<file path="config.mk">
export PLATFORM = sky130hd
export DESIGN_NAME = prcc_conv
export DESIGN_NICKNAME = d
export VERILOG_FILES = /design/src/rtl/core/prcc_pkg.sv /design/src/rtl/core/prcc_conv.sv
export SDC_FILE = /design/constraint.sdc
export NUM_CORES = 1
export LEC_CHECK = 0
export ABC_AREA = 1
export BUFFER_PORTS_ARGS = -buffer_cell sky130_fd_sc_hd__clkbuf_2
export CORE_UTILIZATION = 45
export DETAILED_ROUTE_END_ITERATION = 7
export HOLD_SLACK_MARGIN = 0.03
export PLACE_DENSITY_LB_ADDON = 0.15
export SKIP_LAST_GASP = 1
export SYNTH_ARGS = -nofsm -noshare
export SYNTH_HDL_FRONTEND = slang
export SYNTH_SLANG_ARGS = --single-unit
</file>
<file path="constraint.sdc">
create_clock -name clk -period 0.8 [get_ports clk]
set_input_delay 0.04 -clock clk [delete_from_list [all_inputs] [get_ports clk]]
set_output_delay 0.04 -clock clk [all_outputs]
set_load 0.03 [all_outputs]
</file>
<file path="src/rtl/core/prcc_pkg.sv">
// Shared types, codes and tables for the palette RAM color converter.
package prcc_pkg;

    localparam int MAX_ENTRIES_DEF = 2048;

    localparam int OP_W      = 2;
    localparam int ADDR_W    = 24;
    localparam int DATA_W    = 16;
    localparam int ENTRY_W   = 11;
    localparam int CHAN_W    = 8;
    localparam int LEN_W     = 4;
    localparam int WORD_W    = 16;

    localparam logic [LEN_W-1:0] LENGTH_LOG2_RESET = 4'd11;

    localparam logic [OP_W-1:0] OP_BYTE_WRITE = 2'd0;
    localparam logic [OP_W-1:0] OP_WORD_WRITE = 2'd1;
    localparam logic [OP_W-1:0] OP_CONVERT    = 2'd2;

    typedef enum logic [1:0] {
        ST_CLEAR,
        ST_IDLE,
        ST_CONV,
        ST_MERGE
    } state_t;

    // floor(x * 255 / 31) for a 5-bit channel
    localparam logic [CHAN_W-1:0] SCALE5 [32] = '{
        8'd0,   8'd8,   8'd16,  8'd24,  8'd32,  8'd41,  8'd49,  8'd57,
        8'd65,  8'd74,  8'd82,  8'd90,  8'd98,  8'd106, 8'd115, 8'd123,
        8'd131, 8'd139, 8'd148, 8'd156, 8'd164, 8'd172, 8'd180, 8'd189,
        8'd197, 8'd205, 8'd213, 8'd222, 8'd230, 8'd238, 8'd246, 8'd255
    };

endpackage

</file>
<file path="src/rtl/core/prcc_conv.sv">
// Color expansion of one palette word into registered 8-bit channels.
module prcc_conv (
    input  logic                         clk,
    input  logic                         rst_n,
    input  logic                         load,
    input  logic [prcc_pkg::WORD_W-1:0]  word,
    input  logic [prcc_pkg::ENTRY_W-1:0] idx,
    output logic                         result_valid,
    output logic [prcc_pkg::ENTRY_W-1:0] out_entry,
    output logic [prcc_pkg::CHAN_W-1:0]  red,
    output logic [prcc_pkg::CHAN_W-1:0]  green,
    output logic [prcc_pkg::CHAN_W-1:0]  blue
);
    import prcc_pkg::*;

    logic               valid_reg;
    logic [ENTRY_W-1:0] entry_reg;
    logic [CHAN_W-1:0]  red_reg;
    logic [CHAN_W-1:0]  green_reg;
    logic [CHAN_W-1:0]  blue_reg;
    logic [4:0]         r5;
    logic [4:0]         g5;
    logic [4:0]         b5;

    // layout 0bgr BBBB GGGG RRRR: shadow bit becomes the channel LSB
    always_comb
    begin
        r5 = {word[3:0],  word[12]};
        g5 = {word[7:4],  word[13]};
        b5 = {word[11:8], word[14]};
    end

    always_ff @(posedge clk or negedge rst_n)
    begin
        if (!rst_n)
        begin
            valid_reg <= 1'b0;
        end
        else
        begin
            valid_reg <= load;
        end
    end

    always_ff @(posedge clk)
    begin
        if (load)
        begin
            entry_reg <= idx;
            red_reg   <= SCALE5[r5];
            green_reg <= SCALE5[g5];
            blue_reg  <= SCALE5[b5];
        end
    end

    assign result_valid = valid_reg;
    assign out_entry    = entry_reg;
    assign red          = red_reg;
    assign green        = green_reg;
    assign blue         = blue_reg;

endmodule

</file>
### Yosys cells after proc, flatten, opt, wreduce, memory -nomap -nowiden

Memories as Yosys holds them, arrays and structs flattened. A register that Yosys moved wholly into a read port is not among the register bits.
Cells that the tools add are included.

| storage, ports and cells | value |
|---|---|
| register bits after elaboration | 12 |
| memory bits (read-only) | 768 |
| word-level logic and storage cells | 8 |
| memories kept | 3 |

Memory list:

| name | words | width | read ports | clocked after memory_dff | wr ports | RTL line | RTL |
|---|---|---|---|---|---|---|---|
| (no name shown) | 32 | 8 | 1 | 1 | 0 | prcc_conv.sv:52 | `blue_reg <= SCALE5[b5];` |
| (no name shown) | 32 | 8 | 1 | 1 | 0 | prcc_conv.sv:51 | `green_reg <= SCALE5[g5];` |
| (no name shown) | 32 | 8 | 1 | 1 | 0 | prcc_conv.sv:50 | `red_reg <= SCALE5[r5];` |

| operators by class | value |
|---|---|
| bitwise operators | 3 |

Operators by type and width:

| cell | count |
|---|---|
| $not 5->6 | 3 |

### Logic depth before layout (Yosys ltp)

| logic depth | value |
|---|---|
| depth after elaboration | 1 |
| mapped depth | 6 |
| gate-level depth less buffers | 6 |

### Worst setup path before layout

Ideal clock, no wire load.

| path | value |
|---|---|
| kind | input to register |
| start point | in word[4] (netlist bit) |
| end point | reg green_reg[0] (netlist: green[0]), data pin |
| library setup time | 0.253 ns |
| data arrival time | 0.338 ns |
| data required time | 0.547 ns |
| setup slack | 0.209 ns |
| cell stages on the path | 4 |
| cell sequence | o21ai_0 > nand2_1 > nand3_1 > nand2_1 |

| between the ends | value |
|---|---|
| longest elaborated chain between the ends | 1 |

Ends and longest elaborated chain:

| item | RTL line | RTL |
|---|---|---|
| start, declared | prcc_conv.sv:6 | `input logic [prcc_pkg::WORD_W-1:0] word,` |
| $not 5->6 (not written as such) | prcc_conv.sv:51 |  |
| end, declared | prcc_conv.sv:19 | `logic [CHAN_W-1:0] green_reg;` |

No other way between the ends.
A chain may end at the register's enable or synchronous reset.

### Worst setup path in the final report

| path | value |
|---|---|
| start point | reg entry_reg[0] (netlist: out_entry[0]) |
| end point | out out_entry[0] (netlist bit) |

RTL lines:

| item | RTL line | RTL |
|---|---|---|
| start, declared | prcc_conv.sv:17 | `logic [ENTRY_W-1:0] entry_reg;` |
| start signal, assigned | prcc_conv.sv:49 | `entry_reg <= idx;` |
| end, declared | prcc_conv.sv:9 | `output logic [prcc_pkg::ENTRY_W-1:0] out_entry,` |

No word-level cell between the ends.

==> report_table.html <==
<table>
<tr><th>Metric</th><th>Value</th></tr>
<tr><th colspan="2">Run status</th></tr>
<tr><td>Run status</td><td>complete, but fails checks</td></tr>
<tr><td>Failing checks</td><td>DRC, setup timing</td></tr>
<tr><th colspan="2">Clocking</th></tr>
<tr><td>Clock sink count</td><td>36</td></tr>
<tr><td>Root Buffer Master</td><td>sky130_fd_sc_hd__clkbuf_4</td></tr>
<tr><td>Total setup buffers inserted after CTS</td><td>0</td></tr>
<tr><td>Clock tree from TritonCTS</td><td>done</td></tr>
<tr><td>CTS Buf Count</td><td>5</td></tr>
<tr><td>Clock-pin transition on the worst setup and hold timing paths</td><td>between 0.1 and 0.15 ns</td></tr>
<tr><td>Clock Tree Buf Depth</td><td>2</td></tr>
<tr><td>H-tree levels</td><td>2</td></tr>
<tr><th colspan="2">Final layout</th></tr>
<tr><td>Ant diodes</td><td>0</td></tr>
<tr><td>Area growth from synthesis to final layout</td><td>75.6%</td></tr>
<tr><td>Max FFs per register</td><td>11</td></tr>
<tr><td>Share of the core filled with cells</td><td>85.9%</td></tr>
<tr><td>Net count of the finished layout</td><td>approximately 250</td></tr>
<tr><td>Share of post-route cells with drive strength above 1</td><td>about a third</td></tr>
<tr><th colspan="2">Setup path</th></tr>
<tr><td>Slowest cell on crit path</td><td>sky130_fd_sc_hd__edfxtp_1</td></tr>
<tr><td>Largest driver fanout on the critical path</td><td>1</td></tr>
<tr><td>Number of buffers and inverters on the critical path</td><td>1</td></tr>
<tr><td>Cell family contributing the most delay on the critical path</td><td>flip-flops</td></tr>
<tr><td>Worst endpoint required time</td><td>around 0.76 ns</td></tr>
<tr><td>Kind of end point of the critical path</td><td>output port</td></tr>
<tr><td>Cells along the critical path</td><td>buf_8</td></tr>
<tr><td>Kind of launch point of the worst setup path</td><td>register</td></tr>
<tr><td>Data arrival time of the critical path</td><td>roughly 0.97 ns</td></tr>
<tr><td>Path type of the worst setup path</td><td>reg2out</td></tr>
<tr><td>Biggest cell delay along the critical path</td><td>0.45 ns</td></tr>
<tr><th colspan="2">Die</th></tr>
<tr><td>Core Region</td><td>between 2000 and 3000 µm²</td></tr>
<tr><td>Count of standard-cell rows</td><td>19</td></tr>
<tr><td>Width of the die</td><td>a little under 60 µm</td></tr>
<tr><td>I/O pin count</td><td>66</td></tr>
<tr><td>Die outline height</td><td>~58 µm</td></tr>
<tr><td>Initial Utilization</td><td>48.9%</td></tr>
<tr><td>Die Outline Area</td><td>3330 µm²</td></tr>
<tr><th colspan="2">Pwr</th></tr>
<tr><td>Internal power</td><td>roughly 3.2 mW</td></tr>
<tr><td>Static Leakage</td><td>1.11 nW</td></tr>
<tr><td>Peak ir drop on the vdd network</td><td>0.00122 V</td></tr>
<tr><td>Net Sw Frac</td><td>approximately 29%</td></tr>
<tr><td>Relative contribution of the clock network to total power</td><td>a little under a quarter</td></tr>
<tr><td>Power per cell area</td><td>1840 nW/µm²</td></tr>
<tr><td>Net switching component of the power</td><td>around 1.3 mW</td></tr>
<tr><td>Register share of total power</td><td>51.7%</td></tr>
<tr><td>Combinational power share</td><td>approximately 25%</td></tr>
<tr><th colspan="2">STA</th></tr>
<tr><td>Least setup slack across all paths after layout</td><td>-0.214 ns</td></tr>
<tr><td>Tmin final</td><td>around 1.0 ns</td></tr>
<tr><td>Final Hold Fails</td><td>0</td></tr>
<tr><td>Total setup violations reported at the end of the flow</td><td>36</td></tr>
<tr><td>Slew @ Worst Pin</td><td>roughly 0.18 ns</td></tr>
<tr><td>RSZ-0062 raised after global routing</td><td>true</td></tr>
<tr><td>Achievable frequency</td><td>slightly below 1000 MHz</td></tr>
<tr><td>Final Max Slew Viols</td><td>0</td></tr>
<tr><td>Total negative setup slack</td><td>-6.10 ns</td></tr>
<tr><td>Headroom to the max-slew limit</td><td>approximately 88%</td></tr>
<tr><td>Final period utilization</td><td>127%</td></tr>
<tr><th colspan="2">Yosys</th></tr>
<tr><td>Avg Cell Area, Syn</td><td>12.3 µm²</td></tr>
<tr><td>Number of enable-type register cells in the synthesized netlist</td><td>35</td></tr>
<tr><td>Most frequent cells after synthesis</td><td>sky130_fd_sc_hd__nand2_1, sky130_fd_sc_hd__edfxtp_1, sky130_fd_sc_hd__nand3_1</td></tr>
<tr><td>Number of unique standard cell types used by synthesis</td><td>9</td></tr>
<tr><td>Cell with the most instances after synthesis</td><td>sky130_fd_sc_hd__nand2_1</td></tr>
<tr><td>Post-synthesis cell count</td><td>roughly 110</td></tr>
<tr><td>Post-synth design cell area</td><td>~1400 µm²</td></tr>
<tr><td>Fraction of the yosys area taken by sequential cells</td><td>77.1%</td></tr>
<tr><td>Predominant post-synthesis flop cell</td><td>sky130_fd_sc_hd__edfxtp_1</td></tr>
<tr><td>Yosys Warn Count</td><td>0</td></tr>
<tr><td>Area contributors post-synth</td><td>sky130_fd_sc_hd__edfxtp_1, sky130_fd_sc_hd__nand2_1, sky130_fd_sc_hd__nand3_1</td></tr>
<tr><td>Share of flip-flops with an asynchronous set or reset</td><td>about 2.8%</td></tr>
<tr><td>Post-synthesis sequential element count</td><td>36</td></tr>
<tr><td>Syn nets</td><td>143</td></tr>
<tr><td>Area share of the largest cell type after synthesis</td><td>~75%</td></tr>
<tr><td>Library cell with the largest summed area after synthesis</td><td>sky130_fd_sc_hd__edfxtp_1</td></tr>
<tr><th colspan="2">Detailed routing</th></tr>
<tr><td>Detailed Route Iter0 Violations</td><td>roughly 70</td></tr>
<tr><td>Drc violations</td><td>6</td></tr>
<tr><td>Wire length reported by the detailed router</td><td>~4200 µm</td></tr>
<tr><td>Drt pass-1 iters</td><td>6</td></tr>
<tr><td>Post-route ant nets</td><td>0</td></tr>
<tr><td>Vias</td><td>about 1300</td></tr>
<tr><td>Detailed-route wire length per cell</td><td>17.1 µm</td></tr>
<tr><td>Number of vias per cell</td><td>5.25</td></tr>
<tr><th colspan="2">Global route</th></tr>
<tr><td>Largest net degree at the start of global routing</td><td>17</td></tr>
<tr><td>First-pass GRT wire length</td><td>6220 µm</td></tr>
<tr><td>Vias in the first global route</td><td>about 1300</td></tr>
<tr><td>Number of antenna violations at the first check in global routing</td><td>0</td></tr>
<tr><td>Leftover overflow at the end of global routing</td><td>0</td></tr>
<tr><td>Global-route usage over all layers</td><td>a little over a quarter</td></tr>
<tr><th colspan="2">Job</th></tr>
<tr><td>Max-capacitance violation count</td><td>0</td></tr>
<tr><th colspan="2">Placement</th></tr>
<tr><td>Post-detail-place hpwl</td><td>roughly 2000 µm</td></tr>
<tr><td>IO buf count</td><td>64</td></tr>
<tr><td>Gpl congestion</td><td>0.760</td></tr>
<tr><th colspan="2">Hold path</th></tr>
<tr><td>Class of the most critical hold timing path</td><td>in2reg</td></tr>
</table>
timing repair:
action                                  4_1_cts  5_1_grt
endpoints found under the hold margin        31        2
endpoints found under the setup margin       36       38
resized for setup                            64       19
hold buffers                                 29        2
final timing paths:
check / from / end / slack (ns) / cells past startpoint
worst max-delay path: out_entry[0]$_DFFE_PP_ / out_entry[0] / -0.21 / 1
worst min-delay path: word[3] / red[0]$_DFFE_PP_ / 0.01 / 3
max in group asynchronous: rst_n / result_valid$_DFF_PN0_ / 0.15 / 3
min in group asynchronous: rst_n / result_valid$_DFF_PN0_ / 0.54 / 3
power groups by stage:
| stage | clock network (mW) | registers, mW | logic (mW) |
|---|---|---|---|
| 5_1_grt | 1.11 | 2.33 | 1.19 |
| 3_3_place_gp | 0 | 2.32 | 0.744 |
| 2_1_floorplan | 0 | 2.65 | 0.111 |
| 6_report | 1.05 | 2.32 | 1.12 |
| 4_1_cts | 1.00 | 2.30 | 1.06 |
| 3_5_place_dp | 0 | 2.33 | 0.759 |
layout make-up:
type	instances	area, µm²
inverter	9	33.8
sequential	36	1080
multi-input combinational	68	285
clock inverter	2	10.0
tap	31	38.8
clock buffer	6	51.3
fill	129	403
timing repair buffer	96	955
cells by family after synthesis:
family                 share of synthesized area [%]
and+or+nand+nor                                 18.3
DFF                                             77.1
AOI/OAI and AO/OA                               2.15
buffers and inverters                           2.42
stage by stage:
step | power, mW | instance area, µm² | cells | hold slack (ns) | worst slack (ns)
floorplan | 2.76 | 1400 | 113 | -0.256 | 0.209
global placement | 3.07 | 1800 | 211 | -0.185 | 0.0189
detailed placement | 3.09 | 1800 | 211 | -0.179 | -0.0441
CTS | 4.36 | 2420 | 248 | 0.0626 | -0.168
global route | 4.64 | 2450 | 248 | 0.0291 | -0.224
finish | 4.50 | 2450 | 248 | 0.00997 | -0.214
placed cells by master (no fill, tap or decap):
cell type,synthesis,final
sky130_fd_sc_hd__a21oi_1,3,3
sky130_fd_sc_hd__buf_12,0,2
sky130_fd_sc_hd__buf_4,0,2
sky130_fd_sc_hd__buf_6,0,7
sky130_fd_sc_hd__buf_8,0,4
sky130_fd_sc_hd__clkbuf_2,0,28
sky130_fd_sc_hd__clkbuf_4,0,5
sky130_fd_sc_hd__clkbuf_8,0,25
sky130_fd_sc_hd__clkinv_2,0,2
sky130_fd_sc_hd__dfrtp_1,1,1
sky130_fd_sc_hd__dlygate4sd3_1,0,29
sky130_fd_sc_hd__edfxtp_1,35,35
sky130_fd_sc_hd__inv_1,9,9
sky130_fd_sc_hd__nand2_1,36,36
sky130_fd_sc_hd__nand3_1,16,16
sky130_fd_sc_hd__nor2_1,8,8
sky130_fd_sc_hd__nor3_1,2,2
sky130_fd_sc_hd__o21ai_0,3,3
per-layer routing:
layer	global-route usage [%]	vias up	share of wire, %
li1	-	599	-
met1	26.8	607	33
met2	47.2	73	53
met3	6.25	22	7.7
met4	19.0	0	5.8
met5	0	-	0
No activity file was read; power rests on OpenSTA's default activity.
